===== src/hw/rtl/pbtlv_pkg.sv =====
package pbtlv_pkg;

  localparam int unsigned QDepth = 4;
  localparam int unsigned QAw    = $clog2(QDepth);

  typedef enum logic [2:0] {
    PH_IDLE  = 3'd0,
    PH_TAG   = 3'd1,
    PH_LEN   = 3'd2,
    PH_VALUE = 3'd3,
    PH_SKIP  = 3'd4
  } phase_t;

  typedef enum logic [3:0] {
    K_ORDER        = 4'd0,
    K_SEARCH_ATTR  = 4'd1,
    K_FILTER       = 4'd2,
    K_FORMAT       = 4'd3,
    K_MAX_COUNT    = 4'd4,
    K_START_OFFSET = 4'd5,
    K_SEARCH_START = 4'd6,
    K_SEARCH_BYTE  = 4'd7,
    K_DONE         = 4'd8,
    K_ERROR        = 4'd9
  } kind_t;

  typedef enum logic [1:0] {
    E_NONE    = 2'd0,
    E_SHORT   = 2'd1,
    E_OVERRUN = 2'd2,
    E_UNKNOWN = 2'd3
  } err_t;

  typedef enum logic [7:0] {
    TAG_ORDER        = 8'h01,
    TAG_SEARCH       = 8'h02,
    TAG_SEARCH_ATTR  = 8'h03,
    TAG_MAX_COUNT    = 8'h04,
    TAG_START_OFFSET = 8'h05,
    TAG_FILTER       = 8'h06,
    TAG_FORMAT       = 8'h07
  } tag_t;

  localparam logic [15:0] MinHeader = 16'd2;
  localparam logic [15:0] TailBytes = 16'd2;

  // one queue slot: a primary result, optionally followed by a done result
  typedef struct packed {
    kind_t       kind;
    logic [63:0] value;
    err_t        err;
    logic        two;
  } q_entry_t;

  function automatic logic tag_known(input logic [7:0] tag);
    return (tag[7:3] == 5'd0) && (tag[2:0] != 3'd0);
  endfunction

  function automatic kind_t tag_kind(input logic [7:0] tag);
    kind_t k;
    unique case (tag)
      TAG_ORDER:        k = K_ORDER;
      TAG_SEARCH:       k = K_SEARCH_START;
      TAG_SEARCH_ATTR:  k = K_SEARCH_ATTR;
      TAG_MAX_COUNT:    k = K_MAX_COUNT;
      TAG_START_OFFSET: k = K_START_OFFSET;
      TAG_FILTER:       k = K_FILTER;
      TAG_FORMAT:       k = K_FORMAT;
      default:          k = K_ERROR;
    endcase
    return k;
  endfunction

  function automatic logic [7:0] tag_len(input logic [7:0] tag);
    logic [7:0] l;
    unique case (tag)
      TAG_ORDER, TAG_SEARCH_ATTR, TAG_FORMAT: l = 8'd1;
      TAG_MAX_COUNT, TAG_START_OFFSET:        l = 8'd2;
      TAG_FILTER:                             l = 8'd8;
      default:                                l = 8'd0;
    endcase
    return l;
  endfunction

endpackage


===== src/hw/rtl/pbtlv_if.sv =====
interface pbtlv_in_if;
  logic        valid;
  logic        ready;
  logic        action;
  logic [7:0]  data_byte;
  logic [15:0] header_length;

  modport source (output valid, action, data_byte, header_length, input ready);
  modport sink   (input valid, action, data_byte, header_length, output ready);
endinterface

interface pbtlv_out_if;
  logic        valid;
  logic        ready;
  logic [3:0]  kind;
  logic [63:0] value;
  logic [1:0]  error_code;
  logic        last_of_run;

  modport source (output valid, kind, value, error_code, last_of_run, input ready);
  modport sink   (input valid, kind, value, error_code, last_of_run, output ready);
endinterface


===== src/hw/rtl/pbtlv_front.sv =====
module pbtlv_front (
  input  logic                clk,
  input  logic                rst_n,
  pbtlv_in_if.sink            in_ch,
  input  logic                q_full,
  output logic                push,
  output pbtlv_pkg::q_entry_t push_entry
);
  import pbtlv_pkg::*;

  phase_t      phase_r, phase_nxt;
  logic [15:0] rem_r, rem_nxt;
  logic [7:0]  tag_r, tag_nxt;
  logic [7:0]  vlen_r, vlen_nxt;
  logic [7:0]  seen_r, seen_nxt;
  logic [63:0] acc_r, acc_nxt;
  logic        discard_r, discard_nxt;

  logic        acc_in;
  logic [7:0]  b;
  logic [15:0] rem_dec;
  logic        known, search;
  logic        emit_p, emit_done;
  kind_t       p_kind;
  logic [63:0] p_value;
  err_t        p_err;

  assign in_ch.ready = !q_full;
  assign acc_in      = in_ch.valid && in_ch.ready;
  assign b           = in_ch.data_byte;
  assign rem_dec     = rem_r - 16'd1;
  assign known       = tag_known(tag_r);
  assign search      = (tag_r == TAG_SEARCH);

  always_comb begin
    phase_nxt   = phase_r;
    rem_nxt     = rem_r;
    tag_nxt     = tag_r;
    vlen_nxt    = vlen_r;
    seen_nxt    = seen_r;
    acc_nxt     = acc_r;
    discard_nxt = discard_r;
    emit_p      = 1'b0;
    emit_done   = 1'b0;
    p_kind      = K_ERROR;
    p_value     = 64'd0;
    p_err       = E_NONE;

    if (!in_ch.action) begin
      rem_nxt     = in_ch.header_length;
      tag_nxt     = 8'd0;
      vlen_nxt    = 8'd0;
      seen_nxt    = 8'd0;
      acc_nxt     = 64'd0;
      discard_nxt = 1'b0;
      if (in_ch.header_length < MinHeader) begin
        emit_p    = 1'b1;
        p_err     = E_SHORT;
        phase_nxt = (in_ch.header_length != 16'd0) ? PH_SKIP : PH_IDLE;
      end else if (in_ch.header_length > TailBytes) begin
        phase_nxt = PH_TAG;
      end else begin
        emit_done = 1'b1;
        phase_nxt = PH_SKIP;
      end
    end else begin
      unique case (phase_r)
        PH_SKIP: begin
          if (rem_r != 16'd0) rem_nxt = rem_dec;
          if (rem_r <= 16'd1) phase_nxt = PH_IDLE;
        end
        PH_TAG: begin
          tag_nxt   = b;
          rem_nxt   = rem_dec;
          phase_nxt = PH_LEN;
        end
        PH_LEN: begin
          rem_nxt = rem_dec;
          if ({8'd0, b} > rem_dec) begin
            emit_p    = 1'b1;
            p_err     = E_OVERRUN;
            phase_nxt = (rem_dec != 16'd0) ? PH_SKIP : PH_IDLE;
          end else if (!known) begin
            emit_p    = 1'b1;
            p_err     = E_UNKNOWN;
            phase_nxt = (rem_dec != 16'd0) ? PH_SKIP : PH_IDLE;
          end else begin
            vlen_nxt    = b;
            seen_nxt    = 8'd0;
            acc_nxt     = 64'd0;
            discard_nxt = !search && (b != tag_len(tag_r));
            if (search) begin
              emit_p  = 1'b1;
              p_kind  = K_SEARCH_START;
              p_value = {56'd0, b};
            end
            if (b == 8'd0) begin
              if (rem_dec > TailBytes) begin
                phase_nxt = PH_TAG;
              end else begin
                emit_done = 1'b1;
                phase_nxt = (rem_dec != 16'd0) ? PH_SKIP : PH_IDLE;
              end
            end else begin
              phase_nxt = PH_VALUE;
            end
          end
        end
        PH_VALUE: begin
          rem_nxt  = rem_dec;
          seen_nxt = seen_r + 8'd1;
          acc_nxt  = {acc_r[55:0], b};
          if (search) begin
            emit_p  = 1'b1;
            p_kind  = K_SEARCH_BYTE;
            p_value = {56'd0, b};
          end
          if (seen_nxt >= vlen_r) begin
            if (!search && !discard_r) begin
              emit_p  = 1'b1;
              p_kind  = tag_kind(tag_r);
              p_value = acc_nxt;
            end
            if (rem_dec > TailBytes) begin
              phase_nxt = PH_TAG;
            end else begin
              emit_done = 1'b1;
              phase_nxt = (rem_dec != 16'd0) ? PH_SKIP : PH_IDLE;
            end
          end
        end
        default: phase_nxt = PH_IDLE;
      endcase
    end

    // errors carry kind error and value zero
    if (p_err != E_NONE) p_kind = K_ERROR;
  end

  always_comb begin
    push             = acc_in && (emit_p || emit_done);
    push_entry.kind  = emit_p ? p_kind : K_DONE;
    push_entry.value = emit_p ? p_value : 64'd0;
    push_entry.err   = emit_p ? p_err : E_NONE;
    push_entry.two   = emit_p && emit_done;
  end

  always_ff @(posedge clk) begin
    if (!rst_n) begin
      phase_r   <= PH_IDLE;
      rem_r     <= 16'd0;
      tag_r     <= 8'd0;
      vlen_r    <= 8'd0;
      seen_r    <= 8'd0;
      acc_r     <= 64'd0;
      discard_r <= 1'b0;
    end else if (acc_in) begin
      phase_r   <= phase_nxt;
      rem_r     <= rem_nxt;
      tag_r     <= tag_nxt;
      vlen_r    <= vlen_nxt;
      seen_r    <= seen_nxt;
      acc_r     <= acc_nxt;
      discard_r <= discard_nxt;
    end
  end

endmodule


===== src/hw/rtl/pbtlv_queue.sv =====
module pbtlv_queue (
  input  logic                clk,
  input  logic                rst_n,
  input  logic                push,
  input  pbtlv_pkg::q_entry_t push_entry,
  output logic                full,
  input  logic                pop,
  output logic                empty,
  output pbtlv_pkg::q_entry_t head
);
  import pbtlv_pkg::*;

  q_entry_t           mem_r [QDepth];
  logic [QAw-1:0]     wr_ptr_r, rd_ptr_r;
  logic [QAw:0]       count_r, count_nxt;

  assign full  = (count_r == (QAw+1)'(QDepth));
  assign empty = (count_r == '0);
  assign head  = mem_r[rd_ptr_r];

  always_comb begin
    count_nxt = count_r;
    if (push && !pop) count_nxt = count_r + 1'b1;
    else if (pop && !push) count_nxt = count_r - 1'b1;
  end

  always_ff @(posedge clk) begin
    if (push) mem_r[wr_ptr_r] <= push_entry;
  end

  always_ff @(posedge clk) begin
    if (!rst_n) begin
      wr_ptr_r <= '0;
      rd_ptr_r <= '0;
      count_r  <= '0;
    end else begin
      if (push) wr_ptr_r <= wr_ptr_r + 1'b1;
      if (pop)  rd_ptr_r <= rd_ptr_r + 1'b1;
      count_r <= count_nxt;
    end
  end

endmodule


===== src/hw/rtl/pbtlv_back.sv =====
module pbtlv_back (
  input  logic                clk,
  input  logic                rst_n,
  input  logic                empty,
  input  pbtlv_pkg::q_entry_t head,
  output logic                pop,
  pbtlv_out_if.source         out_ch
);
  import pbtlv_pkg::*;

  logic second_r, second_nxt;
  logic take;

  assign out_ch.valid = !empty;
  assign take         = out_ch.valid && out_ch.ready;

  always_comb begin
    if (second_r) begin
      out_ch.kind        = K_DONE;
      out_ch.value       = 64'd0;
      out_ch.error_code  = E_NONE;
      out_ch.last_of_run = 1'b1;
    end else begin
      out_ch.kind        = head.kind;
      out_ch.value       = head.value;
      out_ch.error_code  = head.err;
      out_ch.last_of_run = !head.two;
    end
    pop        = take && (second_r || !head.two);
    second_nxt = second_r;
    if (take) second_nxt = !second_r && head.two;
  end

  always_ff @(posedge clk) begin
    if (!rst_n) second_r <= 1'b0;
    else        second_r <= second_nxt;
  end

endmodule


===== src/hw/rtl/phonebook_app_param_tlv_parser.sv =====
// Application-parameter TLV parser.
// in_ch: one request per cycle. action 0 starts a header of header_length
//   bytes, action 1 feeds one payload byte (ignored outside a header).
// out_ch: results in order - decoded fields, search start/bytes, done or
//   error; last_of_run flags the final result of each input request.
// A request gives zero, one or two results. The front parser takes one
//   request per cycle whenever its four-slot queue has room; each result is
//   held in a queue slot and offered on out_ch once it reaches the head.
// Throughput: one request per cycle in while the queue has room; one result
//   per cycle out while out_ch is ready, so two results share one head slot.
// A stalled out_ch only fills the queue; input keeps flowing until the
//   queue is full, then in_ch.ready drops until a slot frees.
// Reset (rst_n low, synchronous): parser idle, counters cleared, queue
//   emptied. No configuration registers.
module phonebook_app_param_tlv_parser (
  input  logic        clk,
  input  logic        rst_n,
  pbtlv_in_if.sink    in_ch,
  pbtlv_out_if.source out_ch
);
  import pbtlv_pkg::*;

  logic     q_full, q_empty, q_push, q_pop;
  q_entry_t q_in, q_head;

  // front: per-byte TLV state machine, classifies each request
  pbtlv_front u_front (
    .clk        (clk),
    .rst_n      (rst_n),
    .in_ch      (in_ch),
    .q_full     (q_full),
    .push       (q_push),
    .push_entry (q_in)
  );

  // decoupling queue; its slots double as the output register
  pbtlv_queue u_queue (
    .clk        (clk),
    .rst_n      (rst_n),
    .push       (q_push),
    .push_entry (q_in),
    .full       (q_full),
    .pop        (q_pop),
    .empty      (q_empty),
    .head       (q_head)
  );

  // back: expands a slot into one or two results
  pbtlv_back u_back (
    .clk    (clk),
    .rst_n  (rst_n),
    .empty  (q_empty),
    .head   (q_head),
    .pop    (q_pop),
    .out_ch (out_ch)
  );

endmodule


===== src/flat_wrapper.sv =====
// flat-port wrapper written by rule: the top's interface ports become plain ports
module phonebook_app_param_tlv_parser_flat import pbtlv_pkg::*;
  (clk, rst_n, in_ch_valid, in_ch_action, in_ch_data_byte, in_ch_header_length, in_ch_ready, out_ch_valid, out_ch_kind, out_ch_value, out_ch_error_code, out_ch_last_of_run, out_ch_ready);
  pbtlv_in_if in_ch_i ();
  pbtlv_out_if out_ch_i ();
  input  logic clk;
  input  logic rst_n;
  input wire logic [$bits(in_ch_i.valid)-1:0] in_ch_valid;
  input wire logic [$bits(in_ch_i.action)-1:0] in_ch_action;
  input wire logic [$bits(in_ch_i.data_byte)-1:0] in_ch_data_byte;
  input wire logic [$bits(in_ch_i.header_length)-1:0] in_ch_header_length;
  output wire logic [$bits(in_ch_i.ready)-1:0] in_ch_ready;
  output wire logic [$bits(out_ch_i.valid)-1:0] out_ch_valid;
  output wire logic [$bits(out_ch_i.kind)-1:0] out_ch_kind;
  output wire logic [$bits(out_ch_i.value)-1:0] out_ch_value;
  output wire logic [$bits(out_ch_i.error_code)-1:0] out_ch_error_code;
  output wire logic [$bits(out_ch_i.last_of_run)-1:0] out_ch_last_of_run;
  input wire logic [$bits(out_ch_i.ready)-1:0] out_ch_ready;
  assign in_ch_i.valid = in_ch_valid;
  assign in_ch_i.action = in_ch_action;
  assign in_ch_i.data_byte = in_ch_data_byte;
  assign in_ch_i.header_length = in_ch_header_length;
  assign in_ch_ready = in_ch_i.ready;
  assign out_ch_valid = out_ch_i.valid;
  assign out_ch_kind = out_ch_i.kind;
  assign out_ch_value = out_ch_i.value;
  assign out_ch_error_code = out_ch_i.error_code;
  assign out_ch_last_of_run = out_ch_i.last_of_run;
  assign out_ch_i.ready = out_ch_ready;
  phonebook_app_param_tlv_parser u_core (.clk(clk), .rst_n(rst_n), .in_ch(in_ch_i), .out_ch(out_ch_i));
endmodule

===== config.mk =====
export PLATFORM = sky130hd
export DESIGN_NAME = phonebook_app_param_tlv_parser_flat
export DESIGN_NICKNAME = d
export VERILOG_FILES = /design/src/hw/rtl/pbtlv_pkg.sv /design/src/hw/rtl/pbtlv_if.sv /design/src/hw/rtl/pbtlv_front.sv /design/src/hw/rtl/pbtlv_queue.sv /design/src/hw/rtl/pbtlv_back.sv /design/src/hw/rtl/phonebook_app_param_tlv_parser.sv /design/src/flat_wrapper.sv
export SDC_FILE = /design/constraint.sdc
export NUM_CORES = 1
export LEC_CHECK = 0
export BUFFER_PORTS_ARGS = -buffer_cell sky130_fd_sc_hd__buf_4
export CAP_MARGIN = 0
export CORE_MARGIN = 2
export CORE_UTILIZATION = 53
export CTS_CLUSTER_DIAMETER = 40
export CTS_CLUSTER_SIZE = 40
export DETAILED_ROUTE_END_ITERATION = 10
export GPL_ROUTABILITY_DRIVEN = 0
export MAX_ROUTING_LAYER = met4
export PLACE_DENSITY = 0.73
export SYNTH_ARGS = -nofsm -noshare
export SYNTH_HDL_FRONTEND = slang
export SYNTH_SLANG_ARGS = --single-unit

===== constraint.sdc =====
create_clock -name clk -period 10.7 [get_ports clk]
set_clock_uncertainty 0.05 [all_clocks]
set_input_delay 1.605 -clock clk [delete_from_list [all_inputs] [get_ports clk]]
set_output_delay 1.605 -clock clk [all_outputs]
set_load 0.01 [all_outputs]

======== Word level (Yosys, flattened, before mapping) ========
Memories as Yosys holds them, arrays and structs flattened. A register that Yosys moved wholly into a read port is not among the register bits.
Cells that the tools add are included.
cells by class
  $add $sub $neg .......................... 6
  multiply operators ...................... 0
  div/mod/pow operators ................... 0
  magnitude comparators ................... 6
  equal/unequal tests ..................... 24
  shifts and indexed selects .............. 0
  muxes and demuxes ....................... 90
  bitwise gates (word level) .............. 0
  reductions and logical operators ........ 38
operators with widths
  kind                                                                               count
  64-bit two-way mux                                                                 5
  56-bit two-way mux                                                                 3
  8-bit two-way mux                                                                  16
  64-bit case mux with 2 select lines                                                1
  56-bit case mux with 2 select lines                                                1
  16-bit nonzero test                                                                3
  4-bit two-way mux                                                                  10
  3-bit two-way mux                                                                  13
  8-bit by 3-bit == test with 1-bit output, second input constant                    4
  16-bit by 2-bit > comparator with 1-bit output, second input constant              2
  16-bit two-way mux                                                                 2
  16-bit case mux with 2 select lines                                                1
  4-bit case mux with 7 select lines                                                 1
  1-bit two-way mux                                                                  23
  8-bit by 2-bit == test with 1-bit output, second input constant                    2
  8-bit by 16-bit > comparator with 1-bit output                                     1
  16-bit by 1-bit less-or-equal comparator with 1-bit output, second input constant  1
  16-bit by 2-bit less-than comparator with 1-bit output, second input constant      1
  2-bit two-way mux                                                                  8
  8-bit case mux with 2 select lines                                                 1
  16-bit by 1-bit subtractor with 16-bit output, second input constant               1
  3-bit != test, second input constant                                               5
  3-bit case mux with 4 select lines                                                 1
  4-bit case mux with 3 select lines                                                 1
  other kinds (29)                                                                   57
storage, ports and cells
  register bits after elaboration ......... 108
  bits in latches ......................... 0
  RAM bits ................................ 284
  bits in read-only memories .............. 0
  output and inout port bits .............. 73
  memories ................................ 1
memory list
  memory                words  bits a word  rd ports  clocked after memory_dff  write ports  RTL line           source
  u_core.u_queue.mem_r  4      71           1         1                         1            pbtlv_queue.sv:13  q_entry_t mem_r [QDepth];

======== Depth between registers and ports, before layout ========
  depth after elaboration ................. 14
  gate-level depth with buffers ........... 22
  gate-level depth less buffers ........... 19

======== Cells and area by module ========
Synthesis repeated with hierarchy kept, for this count alone.
second synthesis, totals
  cell total of the unflattened synthesis .. 1,161
  area total of the unflattened synthesis .. 17,038.8 um^2
modules (own cells, without submodules)
  module       times used  cells each  area an instance (um^2)  seq. area each (um^2)
  pbtlv_queue  1           414         10,766.6                 8,708.4
  pbtlv_front  1           661         5,716.7                  2,001.9
  pbtlv_back   1           86          555.5                    20.0

======== Worst setup path after synthesis ========
Ideal clock, no wire load.
  kind .................................... input -> register
  start ................................... input port in_ch_data_byte[3]
  end ..................................... memory u_core.u_queue.mem_r[0][0] (netlist bit), enable pin
  arrival ................................. 4.966 ns
  data required time ...................... 10.213 ns
  path slack .............................. 5.247 ns
  stages on the path ...................... 9
  path through ............................ ha_1 and3_1 a221o_1 a21oi_1 a31o_2 o2111a_1 o22a_1 o21a_1 and2_1
on the way
  longest elaborated chain between the ends .. 10
RTL lines
  item                                                                                                    RTL line                              source
  start: declaration                                                                                      flat_wrapper.sv:10                    input wire logic [$bits(in_ch_i.data_byte)-1:0] in_ch_data_byte;
  parallel branches: the longest is 6 deep, another holds 8-bit by 16-bit > comparator with 1-bit output  n/a
  1-bit logical OR (*)                                                                                    pbtlv_front.sv:141                    push = acc_in && (emit_p || emit_done);
  1-bit logical AND (*)                                                                                   pbtlv_front.sv:141
  net u_core.q_push                                                                                       phonebook_app_param_tlv_parser.sv:23  logic q_full, q_empty, q_push, q_pop;
  1-bit two-way mux (*)                                                                                   pbtlv_queue.sv:28                     if (push) mem_r[wr_ptr_r] <= push_entry;
  1-bit two-way mux (implied by the code) (*)                                                             pbtlv_queue.sv:28
  end: declaration                                                                                        pbtlv_queue.sv:13
Mark *: on every way through the listed nets, which the timed path passes.

======== Final worst setup path ========
  start ................................... register u_core.u_front.rem_r[0]
  end ..................................... memory u_core.u_queue.mem_r[2][10] (netlist bit), enable pin
on the way
  longest elaborated chain between the ends .. 12
RTL lines
  item                                               RTL line                               source
  start: declaration                                 pbtlv_front.sv:12                      logic [15:0] rem_r, rem_nxt;
  start signal: assignment                           pbtlv_front.sv:159                     rem_r <= rem_nxt;
  16-bit by 1-bit subtractor with 16-bit output (*)  pbtlv_front.sv:31                      assign rem_dec = rem_r - 16'd1;
  16-bit by 2-bit > comparator with 1-bit output     pbtlv_front.sv:98, pbtlv_front.sv:124
  1-bit two-way mux                                  pbtlv_front.sv:98, pbtlv_front.sv:124
  1-bit two-way mux                                  pbtlv_front.sv:97                      if (b == 8'd0) begin
  1-bit two-way mux                                  pbtlv_front.sv:83                      end else if (!known) begin
  1-bit two-way mux                                  pbtlv_front.sv:79                      if ({8'd0, b} > rem_dec) begin
  1-bit case mux with 2 select lines                 pbtlv_front.sv:67                      unique case (phase_r)
  1-bit two-way mux                                  pbtlv_front.sv:49                      if (!in_ch.action) begin
  1-bit logical OR (*)                               pbtlv_front.sv:141
  1-bit logical AND (*)                              pbtlv_front.sv:141
  net u_core.q_push                                  phonebook_app_param_tlv_parser.sv:23
  1-bit two-way mux (*)                              pbtlv_queue.sv:28
  1-bit two-way mux (implied by the code) (*)        pbtlv_queue.sv:28
The timed path passes the listed nets; every way through them passes the cells marked *.

==> run_results.csv <==
group,metric,value,unit
pwr,p_leak,7.03,nW
synth,yosysUniqueCellTypes,72,
floorplan,ios,102,
timing,slew_violations,0,
flow_run,max_cap_violations,0,
routing,routed_wl,36000,um
synth,ys_ff_latch,394,
final_layout,design_area,19700,um^2
synth,synth_compound_area_frac,0.0808,
global_route,track_usage,0.223,
setup_path,critPathKind,"flip-flop to flip-flop",
global_route,grt_pass1_wl,58100,um
pwr,share_comb_of_total_power,0.064,
synth,netlist_instances,1305,
floorplan,coreArea,32400,um^2
setup_path,worstReg2RegEnd,"u_core.u_queue.mem_r[2][10]",
placed_design,port_buffers,101,
floorplan,die_h,185,um
global_route,grt_max_degree,123,
status,status,"complete, no violations",
synth,synthAdderAreaFrac,0.0192,
setup_path,start_kind,"flip-flop",
pwr,p_clk_frac,0.439,
timing,hold_viol_final,0,
global_route,grt_pass1_vias,10700,
routing,post_drt_wl_per_cell,19.5,um
synth,yosysSeqAreaShare,0.619,
final_layout,finalNetCount,1425,
placed_design,place_inst,1768,
floorplan,num_rows,66,
clocking,root_buffer,"clkbuf_16",
synth,syn-cell-area,17300,um^2
floorplan,die_x,185,um
clocking,cts_tree,"yes",
routing,vias,10700,
pwr,vdd_drop_max,0.000134,V
setup_path,worstSetupEndpointType,"flip-flop",
clocking,clk_transition_reported_paths,0.07,ns
min_path,hold_class,"flip-flop to flip-flop",
routing,drc_errors,0,
timing,fin_crit_sh,0.463,
clocking,clk_path_buf_depth,3,
final_layout,nFillCells,2472,
clocking,numCtsBuffers,42,
synth,syn_nets,1360,
global_route,grt-ovfl-total,0,
timing,rsz0062_at_grt,"false",
floorplan,start_util,0.535,
routing,postRouteAntennaNets,0,
timing,tightest_slew,1.12,ns
pwr,switching_share,0.241,
min_path,hold_end,"u_core.u_front.acc_r[53]",
final_layout,diodes,0,
clocking,cts.sink_count,394,
timing,min_period,4.96,ns
synth,yosys.area_share.simple,0.148,
pwr,intPower,2.51,mW
timing,setup_viol,0,
setup_path,rrSetupSlack,5.74,ns
placed_design,postPlaceCellArea,18300,um^2
clocking,postCtsHoldBufs,0,
synth,synthArstFlopShare,0,
timing,maxSlewHeadroom,0.251,
final_layout,seq_area,10700,um^2
floorplan,die_area,34200,um^2
setup_path,required,10.80,ns
synth,synth_edf_count,284,
timing,whs,0.402,ns
placed_design,hpwlAfterDp,21600,um
final_layout,drive_gt1_frac,0.200,
synth,synthFlopType,"edfxtp_1",
setup_path,r2r-start,"u_core.u_front.rem_r[0]",
routing,dr.pass1.iters,6,
setup_path,cp_max_fo,71,
synth,synth_warnings,0,
min_path,whs_path_depth,2,
final_layout,synthToLayoutAreaGrowth,14.0,%
clocking,clock_latency,0.55,ns
final_layout,final_common_cell,"edfxtp_1",
setup_path,rr_worst_depth,15,
synth,avgSynthCellArea,13.3,um^2
synth,synth_top_family_by_area,"simple AND/OR/NAND/NOR gates",
clocking,postCtsSetupRepairBufs,0,
timing,finalSetupTns,0,ns
final_layout,layout_common_cells,"edfxtp_1 (284), buf_4 (112), nand2_1 (107), dfxtp_1 (107), and2_1 (84)",
clocking,cts_resized,0,
routing,vias_per_cell,5.80,
routing,drt_iter0_markers,978,
global_route,antenna_found_initial,0,
final_layout,multi_input_area,6110,um^2
pwr,p_seq_frac,0.497,
setup_path,worst_ep_arrival_time,5.06,ns
timing,max_freq,202,MHz
pwr,power_density,168,nW/um^2
final_layout,fin_cells,1845,
synth,synthMuxAreaShare,0.0947,
synth,synth-xor-area-share,0.00960,
min_path,hold_path.startpoint,"u_core.u_front.acc_r[53]",
pwr,p_sw,0.798,mW
clocking,h-tree-depth,2,
## worst max path at each step
stage | slack [ns] | startpoint | to
final | 5.74 | u_core.u_front.rem_r[0] | u_core.u_queue.mem_r[2][10]
after global routing | 5.38 | u_core.u_front.rem_r[0] | u_core.u_queue.count_r[2]
after CTS | 5.81 | u_core.u_front.rem_r[0] | u_core.u_queue.mem_r[2][12]
after detailed placement | 5.61 | in_ch_data_byte[3] | u_core.u_queue.mem_r[2][23]
after global placement | 5.62 | in_ch_data_byte[3] | u_core.u_queue.mem_r[0][23]
after floorplan | 5.25 | in_ch_data_byte[3] | u_core.u_queue.mem_r[0][0]
## critical path: stages, from the launching register on
cell	delay (ns)
dfxtp_1	0.40
inv_1	0.17
ha_1	0.34
or3b_2	0.59
nor3_1	0.23
xnor2_1	0.15
ha_1	0.30
nand2_1	0.06
nor2_1	0.15
a21oi_1	0.09
a31o_2	0.27
nor2_1	0.17
o211a_1	0.31
o21a_1	0.25
and2_4	0.16
buf_4	0.78
## per-stage QoR
step | total power, mW | setup slack (ns) | utilization
2_1_floorplan | 1.83 | 5.25 | -
3_3_place_gp | 1.88 | 5.62 | 0.566
3_5_place_dp | 1.89 | 5.61 | 0.566
4_1_cts | 3.33 | 5.81 | 0.610
5_1_grt | 3.42 | 5.38 | 0.610
6_report | 3.31 | 5.74 | 0.610
## cell type report
type / count / area share
tap: 442 / 0.0280
inverter: 21 / 0.00399
timing repair buffer: 112 / 0.0426
multi-input combinational: 799 / 0.310
clock buffer: 53 / 0.0579
sequential: 394 / 0.544
clock inverter: 24 / 0.0143
## kinds of logic (layout without fill, tap and decap cells)
logic type	after synthesis	count (layout)
xor gates and xnor gates	19	19
buffers and inverters	112	210
and+or+nand+nor	481	481
AOI/OAI and AO/OA	198	198
muxes	75	75
DFF	394	394
adders and majority gates	26	26
## sequential cells by signal, indices dropped and copies added, names as in the netlist, named ones only
signal	count
u_core.u_queue.mem_r	284
u_core.u_front.acc_r	56
u_core.u_queue.rd_ptr_r	2
u_core.u_front.seen_r	8
u_core.u_front.discard_r	1
u_core.u_front.tag_r	8
u_core.u_queue.wr_ptr_r	2
u_core.u_front.vlen_r	8
u_core.u_queue.count_r	3
u_core.u_back.second_r	1
u_core.u_front.rem_r	16
u_core.u_front.phase_r	3
## routing by layer
layer  wire length, um  up-vias  track usage
met1             15600     5329        0.297
met2             17600      331        0.360
met5                 0        -            -
met4               705        0       0.0556
met3              2130       59       0.0397
li1                  -     4982            -
## power groups by stage
stage	sequential (mW)	combinational [mW]	clock, mW
after floorplan	1.67	0.164	0
after global placement	1.67	0.208	0
after detailed placement	1.68	0.210	0
after CTS	1.64	0.212	1.48
after global routing	1.64	0.237	1.54
final	1.64	0.213	1.45
## synth_stat cells, types with 3 or more instances
cell | n | share of area
buf_6 | 8 | 0.0052
mux2i_1 | 3 | 0.0017
or4_1 | 5 | 0.0022
and3_1 | 8 | 0.0029
nor3_1 | 8 | 0.0023
ha_1 | 25 | 0.018
a31oi_1 | 6 | 0.0022
edfxtp_1 | 284 | 0.49
inv_1 | 20 | 0.0043
nor2_1 | 56 | 0.012
clkbuf_1 | 56 | 0.012
o21a_1 | 5 | 0.0022
xnor2_1 | 13 | 0.0066
buf_2 | 15 | 0.0043
nor2b_1 | 82 | 0.030
nand3_1 | 77 | 0.022
nand4_1 | 6 | 0.0022
dfxtp_1 | 110 | 0.13
a21boi_0 | 15 | 0.0065
mux4_2 | 71 | 0.092
and2_1 | 88 | 0.032
a21oi_1 | 25 | 0.0072
nor4_1 | 11 | 0.0040
o211a_1 | 3 | 0.0017
nand2b_1 | 9 | 0.0032
o21ai_0 | 41 | 0.012
a211oi_1 | 8 | 0.0035
a21o_1 | 3 | 0.0013
o221a_2 | 5 | 0.0032
nand2_1 | 107 | 0.023
a21boi_1 | 51 | 0.022
a41oi_1 | 3 | 0.0015
buf_1 | 12 | 0.0026
or3_1 | 10 | 0.0036
xor2_1 | 6 | 0.0030
Note: power is estimated with default switching activity, not from simulation.
